`src/rtl/tspm_pkg.sv`:
```
// Shared types, constants and helpers of the thread stall and pause monitor.
// No dependencies.
package tspm_pkg;

  // Time width (32..64) and stored depth width (8..32).
  localparam int TIME_BITS  = 64;
  localparam int DEPTH_BITS = 16;

  // Fixed port field widths.
  localparam int THR_BITS   = 40;
  localparam int CNT_BITS   = 64;
  localparam int FTIME_BITS = 64;
  localparam int IN_W       = 96;
  localparam int USER_W     = 3;
  localparam int OUT_W      = 456;

  // APB register map.
  localparam int APB_AW   = 4;
  localparam int APB_DW   = 64;
  localparam logic REG_STALL_THR = 1'b0;  // paddr[3] of the threshold register

  localparam logic [THR_BITS-1:0] THRESH_RESET = THR_BITS'(64'd3 * 64'd1000000000);

  // Widest of time and threshold, for the stall compare.
  localparam int CMP_BITS = (TIME_BITS > THR_BITS) ? TIME_BITS : THR_BITS;

  localparam longint DEPTH_MAX_L = (longint'(1) << (DEPTH_BITS - 1)) - 1;
  localparam logic signed [32:0] DEPTH_MAX_W = 33'(DEPTH_MAX_L);
  localparam logic signed [32:0] DEPTH_MIN_W = -DEPTH_MAX_W - 33'sd1;

  typedef enum logic [2:0] {
    CMD_WAIT_BEGIN = 3'd0,
    CMD_WAIT_END   = 3'd1,
    CMD_GC_BEGIN   = 3'd2,
    CMD_GC_END     = 3'd3,
    CMD_QUERY      = 3'd4,
    CMD_START      = 3'd5
  } cmd_t;

  typedef struct packed {
    logic [2:0]           cmd;
    logic [TIME_BITS-1:0] now;
    logic signed [15:0]   nest_depth;
    logic signed [7:0]    loop_level;
    logic signed [7:0]    prompt_level;
  } event_t;

  // Packed so that the last field sits in the low bits of m_tdata.
  typedef struct packed {
    logic [3:0]            pad;
    logic [FTIME_BITS-1:0] pause_max_ns;
    logic [FTIME_BITS-1:0] pause_last_ns;
    logic [FTIME_BITS-1:0] pause_total_ns;
    logic [CNT_BITS-1:0]   pause_count;
    logic                  pause_active;
    logic [CNT_BITS-1:0]   checkpoint_count;
    logic [FTIME_BITS-1:0] nested_wait_age_ns;
    logic                  nested_wait;
    logic                  waiting_for_input;
    logic                  stalled;
    logic [FTIME_BITS-1:0] checkpoint_age_ns;
  } result_t;

  // Clamp a 16-bit depth into the stored signed range.
  function automatic logic signed [DEPTH_BITS-1:0] sat_depth(logic signed [15:0] d);
    logic signed [32:0] w;
    logic signed [32:0] c;
    w = 33'(d);
    if (w > DEPTH_MAX_W) begin
      c = DEPTH_MAX_W;
    end else if (w < DEPTH_MIN_W) begin
      c = DEPTH_MIN_W;
    end else begin
      c = w;
    end
    return DEPTH_BITS'(c);
  endfunction

endpackage

```
`src/rtl/thread_stall_and_pause_monitor_unit.sv`:
```
// Thread stall and pause monitor. Every event transfer on the s_ side yields
// exactly one result transfer on the m_ side, in order, describing the state
// after that event: checkpoint age and stall flag against stall_threshold_ns,
// responsive/nested wait status and nested-wait age, checkpoint count, and
// GC pause count, total, last and max. Throughput is one event per clock while
// m_tready does not hold the result register; each event passes the input
// register, then the result register, which drives m_tvalid. The state update
// and the result are built combinationally between those two registers.
// The threshold is written over APB
// at byte address 0 (64-bit data, low 40 bits used) and should only be
// changed while no events are in flight. Depth is clamped into DEPTH_BITS.
// Depends on tspm_pkg, tspm_cfg and tspm_core.
module thread_stall_and_pause_monitor_unit import tspm_pkg::*; (
  input  logic              clk,
  input  logic              rst,
  // event stream
  input  logic              s_tvalid,
  output logic              s_tready,
  // now_ns[63:0], eval_depth[79:64], loop_level[87:80], prompt_level[95:88]
  input  logic [IN_W-1:0]   s_tdata,
  // cmd[2:0]
  input  logic [USER_W-1:0] s_tuser,
  // result stream
  output logic              m_tvalid,
  input  logic              m_tready,
  // checkpoint_age_ns[63:0], stalled[64], waiting_for_input[65],
  // nested_wait[66], nested_wait_age_ns[130:67], checkpoint_count[194:131],
  // pause_active[195], pause_count[259:196], pause_total_ns[323:260],
  // pause_last_ns[387:324], pause_max_ns[451:388], zero pad[455:452]
  output logic [OUT_W-1:0]  m_tdata,
  // configuration
  input  logic              psel,
  input  logic              penable,
  input  logic              pwrite,
  input  logic [APB_AW-1:0] paddr,
  input  logic [APB_DW-1:0] pwdata,
  output logic [APB_DW-1:0] prdata,
  output logic              pready
);

  logic [THR_BITS-1:0] stall_thr;

  // input register
  logic   in_valid;
  event_t in_ev;

  // result register
  logic    out_valid;
  result_t out_res;
  result_t core_res;

  logic adv;       // result register can take a new value
  logic core_en;   // the held event is processed this cycle

  tspm_cfg u_cfg (
    .clk       (clk),
    .rst       (rst),
    .psel      (psel),
    .penable   (penable),
    .pwrite    (pwrite),
    .paddr     (paddr),
    .pwdata    (pwdata),
    .prdata    (prdata),
    .pready    (pready),
    .stall_thr (stall_thr)
  );

  assign adv      = !out_valid || m_tready;
  assign s_tready = !in_valid || adv;
  assign core_en  = in_valid && adv;

  always_ff @(posedge clk) begin
    if (rst) begin
      in_valid <= 1'b0;
    end else if (s_tready) begin
      in_valid <= s_tvalid;
    end
  end

  always_ff @(posedge clk) begin
    if (s_tvalid && s_tready) begin
      in_ev.cmd          <= s_tuser[2:0];
      in_ev.now          <= TIME_BITS'(s_tdata[63:0]);
      in_ev.nest_depth   <= s_tdata[79:64];
      in_ev.loop_level   <= s_tdata[87:80];
      in_ev.prompt_level <= s_tdata[95:88];
    end
  end

  tspm_core u_core (
    .clk       (clk),
    .rst       (rst),
    .en        (core_en),
    .ev        (in_ev),
    .stall_thr (stall_thr),
    .res       (core_res)
  );

  always_ff @(posedge clk) begin
    if (rst) begin
      out_valid <= 1'b0;
    end else if (adv) begin
      out_valid <= in_valid;
    end
  end

  always_ff @(posedge clk) begin
    if (core_en) begin
      out_res <= core_res;
    end
  end

  assign m_tvalid = out_valid;
  assign m_tdata  = out_res;

endmodule

```
`src/rtl/tspm_cfg.sv`:
```
// APB register file of the stall monitor: holds the stall threshold.
// Depends on tspm_pkg.
module tspm_cfg import tspm_pkg::*; (
  input  logic                clk,
  input  logic                rst,
  input  logic                psel,
  input  logic                penable,
  input  logic                pwrite,
  input  logic [APB_AW-1:0]   paddr,
  input  logic [APB_DW-1:0]   pwdata,
  output logic [APB_DW-1:0]   prdata,
  output logic                pready,
  output logic [THR_BITS-1:0] stall_thr
);

  logic wr_en;

  assign pready = 1'b1;
  assign wr_en  = psel && penable && pwrite && pready && (paddr[3] == REG_STALL_THR);

  always_ff @(posedge clk) begin
    if (rst) begin
      stall_thr <= THRESH_RESET;
    end else if (wr_en) begin
      stall_thr <= pwdata[THR_BITS-1:0];
    end
  end

  assign prdata = (paddr[3] == REG_STALL_THR) ? APB_DW'(stall_thr) : '0;

endmodule

```
`src/rtl/tspm_core.sv`:
```
// Watchdog and pause state of the monitor, with the per-event result logic.
// Depends on tspm_pkg. State advances on en; res reflects the state after ev.
module tspm_core import tspm_pkg::*; (
  input  logic                clk,
  input  logic                rst,
  input  logic                en,
  input  event_t              ev,
  input  logic [THR_BITS-1:0] stall_thr,
  output result_t             res
);

  logic signed [DEPTH_BITS-1:0] least_wait_depth, least_wait_depth_next;
  logic [TIME_BITS-1:0]         checkpoint_time, checkpoint_time_next;
  logic [CNT_BITS-1:0]          checkpoints, checkpoints_next;
  logic                         awaiting_input, awaiting_input_next;
  logic                         in_nested_wait, in_nested_wait_next;
  logic [TIME_BITS-1:0]         nested_start_time, nested_start_time_next;
  logic [TIME_BITS-1:0]         pause_start_time, pause_start_time_next;
  logic                         pausing, pausing_next;
  logic [CNT_BITS-1:0]          pauses, pauses_next;
  logic [TIME_BITS-1:0]         pause_sum, pause_sum_next;
  logic [TIME_BITS-1:0]         pause_latest, pause_latest_next;
  logic [TIME_BITS-1:0]         pause_longest, pause_longest_next;

  logic signed [DEPTH_BITS-1:0] depth;
  logic                         nested;
  logic [TIME_BITS:0]           pause_diff;
  logic [TIME_BITS-1:0]         pause_el;
  logic [TIME_BITS:0]           cp_diff;
  logic [TIME_BITS:0]           nest_diff;
  logic [TIME_BITS-1:0]         age;
  logic [TIME_BITS-1:0]         nage;

  assign depth      = sat_depth(ev.nest_depth);
  assign pause_diff = {1'b0, ev.now} - {1'b0, pause_start_time};
  assign pause_el   = pause_diff[TIME_BITS] ? '0 : pause_diff[TIME_BITS-1:0];

  // Next state
  always_comb begin
    least_wait_depth_next  = least_wait_depth;
    checkpoint_time_next   = checkpoint_time;
    checkpoints_next       = checkpoints;
    awaiting_input_next    = awaiting_input;
    in_nested_wait_next    = in_nested_wait;
    nested_start_time_next = nested_start_time;
    pause_start_time_next  = pause_start_time;
    pausing_next           = pausing;
    pauses_next            = pauses;
    pause_sum_next         = pause_sum;
    pause_latest_next      = pause_latest;
    pause_longest_next     = pause_longest;
    nested                 = 1'b0;
    case (ev.cmd)
      CMD_WAIT_BEGIN: begin
        if (depth < least_wait_depth) begin
          least_wait_depth_next = depth;
        end
        // depth > new least depth is the same as depth > old least depth
        nested = (depth > least_wait_depth)
              || (!ev.loop_level[7] && (|ev.loop_level))
              || (!ev.prompt_level[7] && (|ev.prompt_level));
        if (nested) begin
          if (!in_nested_wait) begin
            nested_start_time_next = ev.now;
          end
          in_nested_wait_next = 1'b1;
        end else begin
          checkpoint_time_next   = ev.now;
          checkpoints_next       = checkpoints + 1'b1;
          in_nested_wait_next    = 1'b0;
          nested_start_time_next = '0;
        end
        awaiting_input_next = !nested;
      end
      CMD_WAIT_END: begin
        if (awaiting_input) begin
          checkpoint_time_next = ev.now;
          checkpoints_next     = checkpoints + 1'b1;
        end
        awaiting_input_next = 1'b0;
      end
      CMD_GC_BEGIN: begin
        pause_start_time_next = ev.now;
        pausing_next          = 1'b1;
      end
      CMD_GC_END: begin
        pauses_next       = pauses + 1'b1;
        pause_sum_next    = pause_sum + pause_el;
        pause_latest_next = pause_el;
        if (pause_el > pause_longest) begin
          pause_longest_next = pause_el;
        end
        pausing_next = 1'b0;
      end
      CMD_START: begin
        checkpoint_time_next = ev.now;
        checkpoints_next     = checkpoints + 1'b1;
        awaiting_input_next  = 1'b0;
      end
      default: begin
      end
    endcase
  end

  // Result from the post-event state
  assign cp_diff   = {1'b0, ev.now} - {1'b0, checkpoint_time_next};
  assign nest_diff = {1'b0, ev.now} - {1'b0, nested_start_time_next};

  always_comb begin
    age  = (awaiting_input_next || cp_diff[TIME_BITS]) ? '0 : cp_diff[TIME_BITS-1:0];
    nage = (in_nested_wait_next && !nest_diff[TIME_BITS]) ? nest_diff[TIME_BITS-1:0] : '0;
    res                    = '0;
    res.checkpoint_age_ns  = FTIME_BITS'(age);
    res.stalled            = (CMP_BITS'(age) >= CMP_BITS'(stall_thr));
    res.waiting_for_input  = awaiting_input_next;
    res.nested_wait        = in_nested_wait_next;
    res.nested_wait_age_ns = FTIME_BITS'(nage);
    res.checkpoint_count   = checkpoints_next;
    res.pause_active       = pausing_next;
    res.pause_count        = pauses_next;
    res.pause_total_ns     = FTIME_BITS'(pause_sum_next);
    res.pause_last_ns      = FTIME_BITS'(pause_latest_next);
    res.pause_max_ns       = FTIME_BITS'(pause_longest_next);
  end

  always_ff @(posedge clk) begin
    if (rst) begin
      least_wait_depth  <= DEPTH_BITS'(DEPTH_MAX_W);
      checkpoint_time   <= '0;
      checkpoints       <= '0;
      awaiting_input    <= 1'b0;
      in_nested_wait    <= 1'b0;
      nested_start_time <= '0;
      pause_start_time  <= '0;
      pausing           <= 1'b0;
      pauses            <= '0;
      pause_sum         <= '0;
      pause_latest      <= '0;
      pause_longest     <= '0;
    end else if (en) begin
      least_wait_depth  <= least_wait_depth_next;
      checkpoint_time   <= checkpoint_time_next;
      checkpoints       <= checkpoints_next;
      awaiting_input    <= awaiting_input_next;
      in_nested_wait    <= in_nested_wait_next;
      nested_start_time <= nested_start_time_next;
      pause_start_time  <= pause_start_time_next;
      pausing           <= pausing_next;
      pauses            <= pauses_next;
      pause_sum         <= pause_sum_next;
      pause_latest      <= pause_latest_next;
      pause_longest     <= pause_longest_next;
    end
  end

endmodule

```
`config.mk`:
```
export PLATFORM = sky130hd
export DESIGN_NAME = thread_stall_and_pause_monitor_unit
export DESIGN_NICKNAME = d
export VERILOG_FILES = /design/src/rtl/tspm_pkg.sv /design/src/rtl/thread_stall_and_pause_monitor_unit.sv /design/src/rtl/tspm_cfg.sv /design/src/rtl/tspm_core.sv
export SDC_FILE = /design/constraint.sdc
export NUM_CORES = 2
export LEC_CHECK = 0
export BUFFER_PORTS_ARGS = -buffer_cell sky130_fd_sc_hd__buf_4
export CAP_MARGIN = 20
export CORE_MARGIN = 3
export CORE_UTILIZATION = 55
export CTS_BUF_LIST = sky130_fd_sc_hd__clkbuf_16
export CTS_CLUSTER_DIAMETER = 50
export CTS_CLUSTER_SIZE = 28
export DETAILED_ROUTE_END_ITERATION = 10
export PLACE_DENSITY = 0.79
export SYNTH_ARGS = -nofsm -noshare
export SYNTH_HDL_FRONTEND = slang
export SYNTH_SLANG_ARGS = --single-unit
```
`constraint.sdc`:
```
create_clock -name clk -period 25.6 [get_ports clk]
set_clock_uncertainty 0.05 [all_clocks]
set_input_delay 2.56 -clock clk [delete_from_list [all_inputs] [get_ports clk]]
set_output_delay 2.56 -clock clk [all_outputs]
set_load 0.05 [all_outputs]
```
Yosys cells after proc, flatten, opt, wreduce, memory -nomap -nowiden:

Cells that the tools add are included.

* output and inout port bits: 523
* register bits: 1124
* input bits: 174
* word-level logic and storage cells: 96

* add/subtract/negate cells: 6
* reductions and logical operators: 25
* bitwise logic cells: 1
* equal/unequal tests: 4
* magnitude comparators: 6
* mux-type cells: 23

Operators by type and width (count)
* 64-bit 2-to-1 mux: 14
* 64-bit one-hot mux with 3 select lines: 2
* 64-bit by 64-bit subtractor with 65-bit output: 3
* 64-bit by 1-bit adder with 64-bit output, second input constant: 2
* 64-bit adder: 1
* 64-bit by 40-bit greater-or-equal comparator with 1-bit output: 1
* 64-bit > comparator: 1
* 40-bit 2-to-1 mux: 1
* 16-bit 2-to-1 mux: 2
* 16-bit > comparator: 1
* 16-bit > comparator, second input constant: 1
* 16-bit less-than comparator: 1
* 16-bit less-than comparator, second input constant: 1
* 8-bit OR reduction: 2
* 1-bit logical AND: 8
* 3-bit by 2-bit equality test with 1-bit output, second input constant: 2
* 1-bit zero test: 6
* 1-bit logical OR: 5
* 1-bit one-hot mux with 2 select lines: 2
* 3-bit by 1-bit equality test with 1-bit output, second input constant: 1
* 3-bit equality test, second input constant: 1
* 3-bit zero test: 1
* 3-bit AND reduction: 1
* 1-bit 2-to-1 mux: 2
* 3 further kinds: 3

Longest topological paths before layout:

* word-level depth: 12
* gate-level depth with buffers: 44
* mapped depth without buffers: 39

By module:

Synthesis repeated with hierarchy kept, for this count alone.

* cell total of the unflattened synthesis: 6878
* area, all modules: 62975.4 um^2

Modules (own cells, without submodules)
* tspm_core: seq. area each 10630.2 um^2, cells each 6067, area each 43967.2 um^2, times used 1
* thread_stall_and_pause_monitor_unit: seq. area each 16706.0 um^2, cells each 565, area each 16769.8 um^2, times used 1
* tspm_cfg: seq. area each 800.8 um^2, cells each 246, area each 2238.4 um^2, times used 1

Worst setup path after synthesis:

OpenSTA, ideal clock, no wires.

* path kind: input to register
* start point: input m_tready
* end point: register u_core.checkpoint_time[54]
* setup time: 0.725 ns
* path slack: 8.361 ns
* data required time: 24.825 ns
* arrival time: 16.463 ns
* buffers on the path: 5
* cell stages on the path: 9
* cells stage by stage: nor2b_1 -> nand2b_1 -> clkbuf_1 -> inv_1 -> clkbuf_1 -> clkbuf_1 -> clkbuf_1 -> clkbuf_1 -> a211oi_1

* longest elaborated chain between the ends: 2

Ends and longest elaborated chain
* start: declaration: line thread_stall_and_pause_monitor_unit.sv:25 `input logic m_tready,`
* 1-bit logical OR: line thread_stall_and_pause_monitor_unit.sv:68 `assign adv = !out_valid || m_tready;`
* 1-bit logical AND: line thread_stall_and_pause_monitor_unit.sv:70 `assign core_en = in_valid && adv;`
* via core_en: line thread_stall_and_pause_monitor_unit.sv:53 `logic core_en;`
* end signal: assignment: line tspm_core.sv:142 `checkpoint_time <= checkpoint_time_next;`
* end: declaration: line tspm_core.sv:13 `logic [TIME_BITS-1:0] checkpoint_time, checkpoint_time_next;`

The timed path passes the listed nets, and every way through them passes these cells.
A chain may end at the register's enable or synchronous reset.

==> results.json <==
{
  "final_nets": 7778,
  "grt_max_degree": 201,
  "worstHoldPathType": "reg -> reg",
  "crit_top_cell": "a21o_1",
  "vias": 51890,
  "drc": 0,
  "final_cells": 8818,
  "clock_power_share": 0.394,
  "final_max_slew_viol_count": 0,
  "power_density_nw_per_um2": 69.36,
  "synth_commonest_cells": "nand2_1, nor2_1, dfxtp_1, a21oi_1, edfxtp_1",
  "p_comb_frac": 0.199,
  "dr.pass1.iters": 7,
  "r2r_start": "in_ev[21]$_DFFE_PP_",
  "dpl.cell_count": 8576,
  "multi_input_comb_area_um2": 30670,
  "ioPinCount": 697,
  "critPathArrivalTime_ns": 12.11,
  "netlist_area_um2": 61090,
  "peakVddDrop_uv": 57.45,
  "leakagePower_nw": 27.74,
  "cpPeakStageDelay_ns": 0.94,
  "cpMaxStageDelayCell": "buf_4",
  "ctsHtreeMaxLevel": 3,
  "clockBufferDepth": 3,
  "grt_pass1_vias": 48240,
  "synth_seq_area_share": 0.4586,
  "yosysTopAreaCellShare": 0.2708,
  "clkTransAtPathRegs_ns": 0.08,
  "synthToLayoutAreaGrowth_pct": 17.17,
  "synth_edf_count": 551,
  "synth_area_per_cell_um2": 9.053,
  "num_rows": 121,
  "path_class": "reg -> reg",
  "yosysMostFrequentCell": "nand2_1",
  "cp.required_ns": 25.99,
  "startpoint": "in_ev[21]$_DFFE_PP_",
  "gp_congestion": 0.9573,
  "die_y_um": 339.3,
  "hold_viol": 0,
  "vias_per_cell": 5.884,
  "dieWidth_um": 339.3,
  "relSlewSlack": 0.2396,
  "wirelength_met1_um": 77270,
  "cts_hold_repair.buffers": 0,
  "fmax_mhz": 85.35,
  "drive_gt1_frac": 0.1408,
  "setup_tns_ns": 0,
  "worstMarginPinSlew_ns": 1.141,
  "internal_power_w": 0.003352,
  "initial_core_util": 0.5574,
  "post-route-period-util": 0.4577,
  "portBuffers": 640,
  "setup_viol": 0,
  "cts_buffers": 120,
  "netlist-cell-type-count": 103,
  "grt-ovfl-total": 0,
  "switching_share": 0.3249,
  "dp_hpwl_um": 131600,
  "synthCells": 6748,
  "synth_area_leaders": "edfxtp_1, dfxtp_1, ha_1",
  "ys_seq_elements": 1124,
  "post_drt_wl_per_cell_um": 20.56,
  "tritoncts": "done",
  "outcome": "completed",
  "insertion_delay_ns": 0.73,
  "core_area_um2": 109600,
  "hold_path_startpoint": "u_core.pause_start_time[27]$_SDFFE_PP0P_",
  "routed-wl-met3_um": 13220,
  "rsz0062_at_grt": "no",
  "max-cap-violations": 0,
  "drt_iter0_markers": 4776,
  "grt.total_usage": 0.3017,
  "dr_wl_met2_um": 82690,
  "area.sequential_um2": 28020,
  "clock_sinks": 1124,
  "ys.flop_type": "dfxtp_1",
  "post-cts-setup-buffers": 0,
  "dieArea_um2": 115100,
  "min_period_ns": 11.72,
  "postRouteAntennaNets": 0,
  "async_reset_ff_frac": 0,
  "yosysWarnings": 0,
  "grt_pass1_wl_um": 277200,
  "cts-root-buf": "clkbuf_16",
  "top_layer_used": "met5",
  "worst_setup_path_end_kind": "flop",
  "path_max_fanout": 60,
  "cp-start-kind": "flop",
  "seqPwrFrac": 0.407,
  "synth_top_cell_by_area": "edfxtp_1",
  "nFillCells": 8894,
  "p_sw_w": 0.001613,
  "post_cts_resized": 0,
  "routed_wl_um": 181300,
  "antenna_found_initial": 12
}
-- through the flow --
stage	hold WS, ns	area (µm²)	total power [W]	setup slack, ns	util
finish	0.4049	71580	0.004965	13.88	0.6531
global route	0.4215	71580	0.005148	13.32	0.6531
CTS	0.4060	71530	0.004985	13.88	0.6526
detailed placement	0.3965	66890	0.003027	13.95	0.6103
global placement	0.3899	66890	0.003014	14.13	0.6103
floorplan	0.3838	61190	0.002745	8.361	-
-- path summary, 6_finish.rpt --
check                                                                end  slack (ns)  depth (start not counted)
worst min-delay path            u_core.pause_start_time[27]$_SDFFE_PP0P_        0.40                          2
worst min register to register  u_core.pause_start_time[27]$_SDFFE_PP0P_        0.40                          2
worst max register to register                     m_tdata[64]$_DFFE_PP_       13.88                         36
worst max-delay path                               m_tdata[64]$_DFFE_PP_       13.88                         36
-- power groups by stage --
| stage | Clock, W | Combinational (W) | Sequential [W] |
|---|---|---|---|
| 2_1_floorplan | 0 | 0.000547 | 0.00220 |
| 3_3_place_gp | 0 | 0.000956 | 0.00206 |
| 3_5_place_dp | 0 | 0.000969 | 0.00206 |
| 4_1_cts | 0.00199 | 0.000976 | 0.00202 |
| 5_1_grt | 0.00206 | 0.00106 | 0.00203 |
| 6_report | 0.00196 | 0.000987 | 0.00202 |
-- registers in the layout, indices dropped and copies added, names as in the netlist, 16 cells and up --
register                  flops
in_ev                        99
m_tdata                     452
u_cfg.stall_thr              40
u_core.checkpoint_time       64
u_core.checkpoints           64
u_core.least_wait_depth      16
u_core.nested_start_time     64
u_core.pause_latest          64
u_core.pause_longest         64
u_core.pause_start_time      64
u_core.pause_sum             64
u_core.pauses                64
-- layout by cell type, fill, tap and decap left out, types with 83 or more instances in the layout --
master,n
a211oi_1,94
a21o_1,172
a21oi_1,572
a22oi_1,128
buf_4,704
clkbuf_16,124
dfxtp_1,573
edfxtp_1,551
ha_1,377
inv_1,267
mux2i_1,83
nand2_1,1034
nand3_1,130
nand4_1,108
nor2_1,701
nor3_1,93
o21ai_0,332
xnor2_1,215
xor2_1,204
-- routing by layer --
layer / vias up / GRT usage
li1: 24780 / -
met1: 24700 / 0.4109
met2: 2068 / 0.4804
met3: 345 / 0.04500
met4: 2 / 0.1302
met5: - / 0
-- cell families (layout without fill, tap and decap cells) --
group                    Yosys count  in the layout  share of synthesized area
AND/OR/NAND/NOR                 2443           2443                     0.1772
XOR/XNOR                         419            419                    0.06007
buffers and inverters            650           1206                    0.04266
AO/OA/AOI/OAI                   1630           1630                     0.1663
other                              2             40                  0.0001229
flip-flops                      1124           1124                     0.4586
adder cells (fa/ha/maj)          381            381                    0.07852
multiplexers                      99             99                    0.01655
-- critical path: cells and delay by family, from the launching register on --
| family | cells | cell delay [ns] |
|---|---|---|
| AOI/OAI and AO/OA | 21 | 5.41 |
| adders and majority gates | 3 | 1.04 |
| buffers and inverters | 2 | 1.13 |
| DFF | 1 | 0.40 |
| muxes | 1 | 0.27 |
| and+or+nand+nor | 9 | 3.05 |
-- area by class of cell --
class / instances / area share
Multi-Input combinational cell: 5001 / 0.4285
Sequential cell: 1124 / 0.3914
Timing Repair Buffer: 708 / 0.07499
Clock buffer: 124 / 0.04335
Tap cell: 1476 / 0.02580
Clock inverter: 106 / 0.02141
Inverter: 268 / 0.01416
Antenna cell: 11 / 0.0003845
Note: power is estimated with default switching activity, not from simulation.
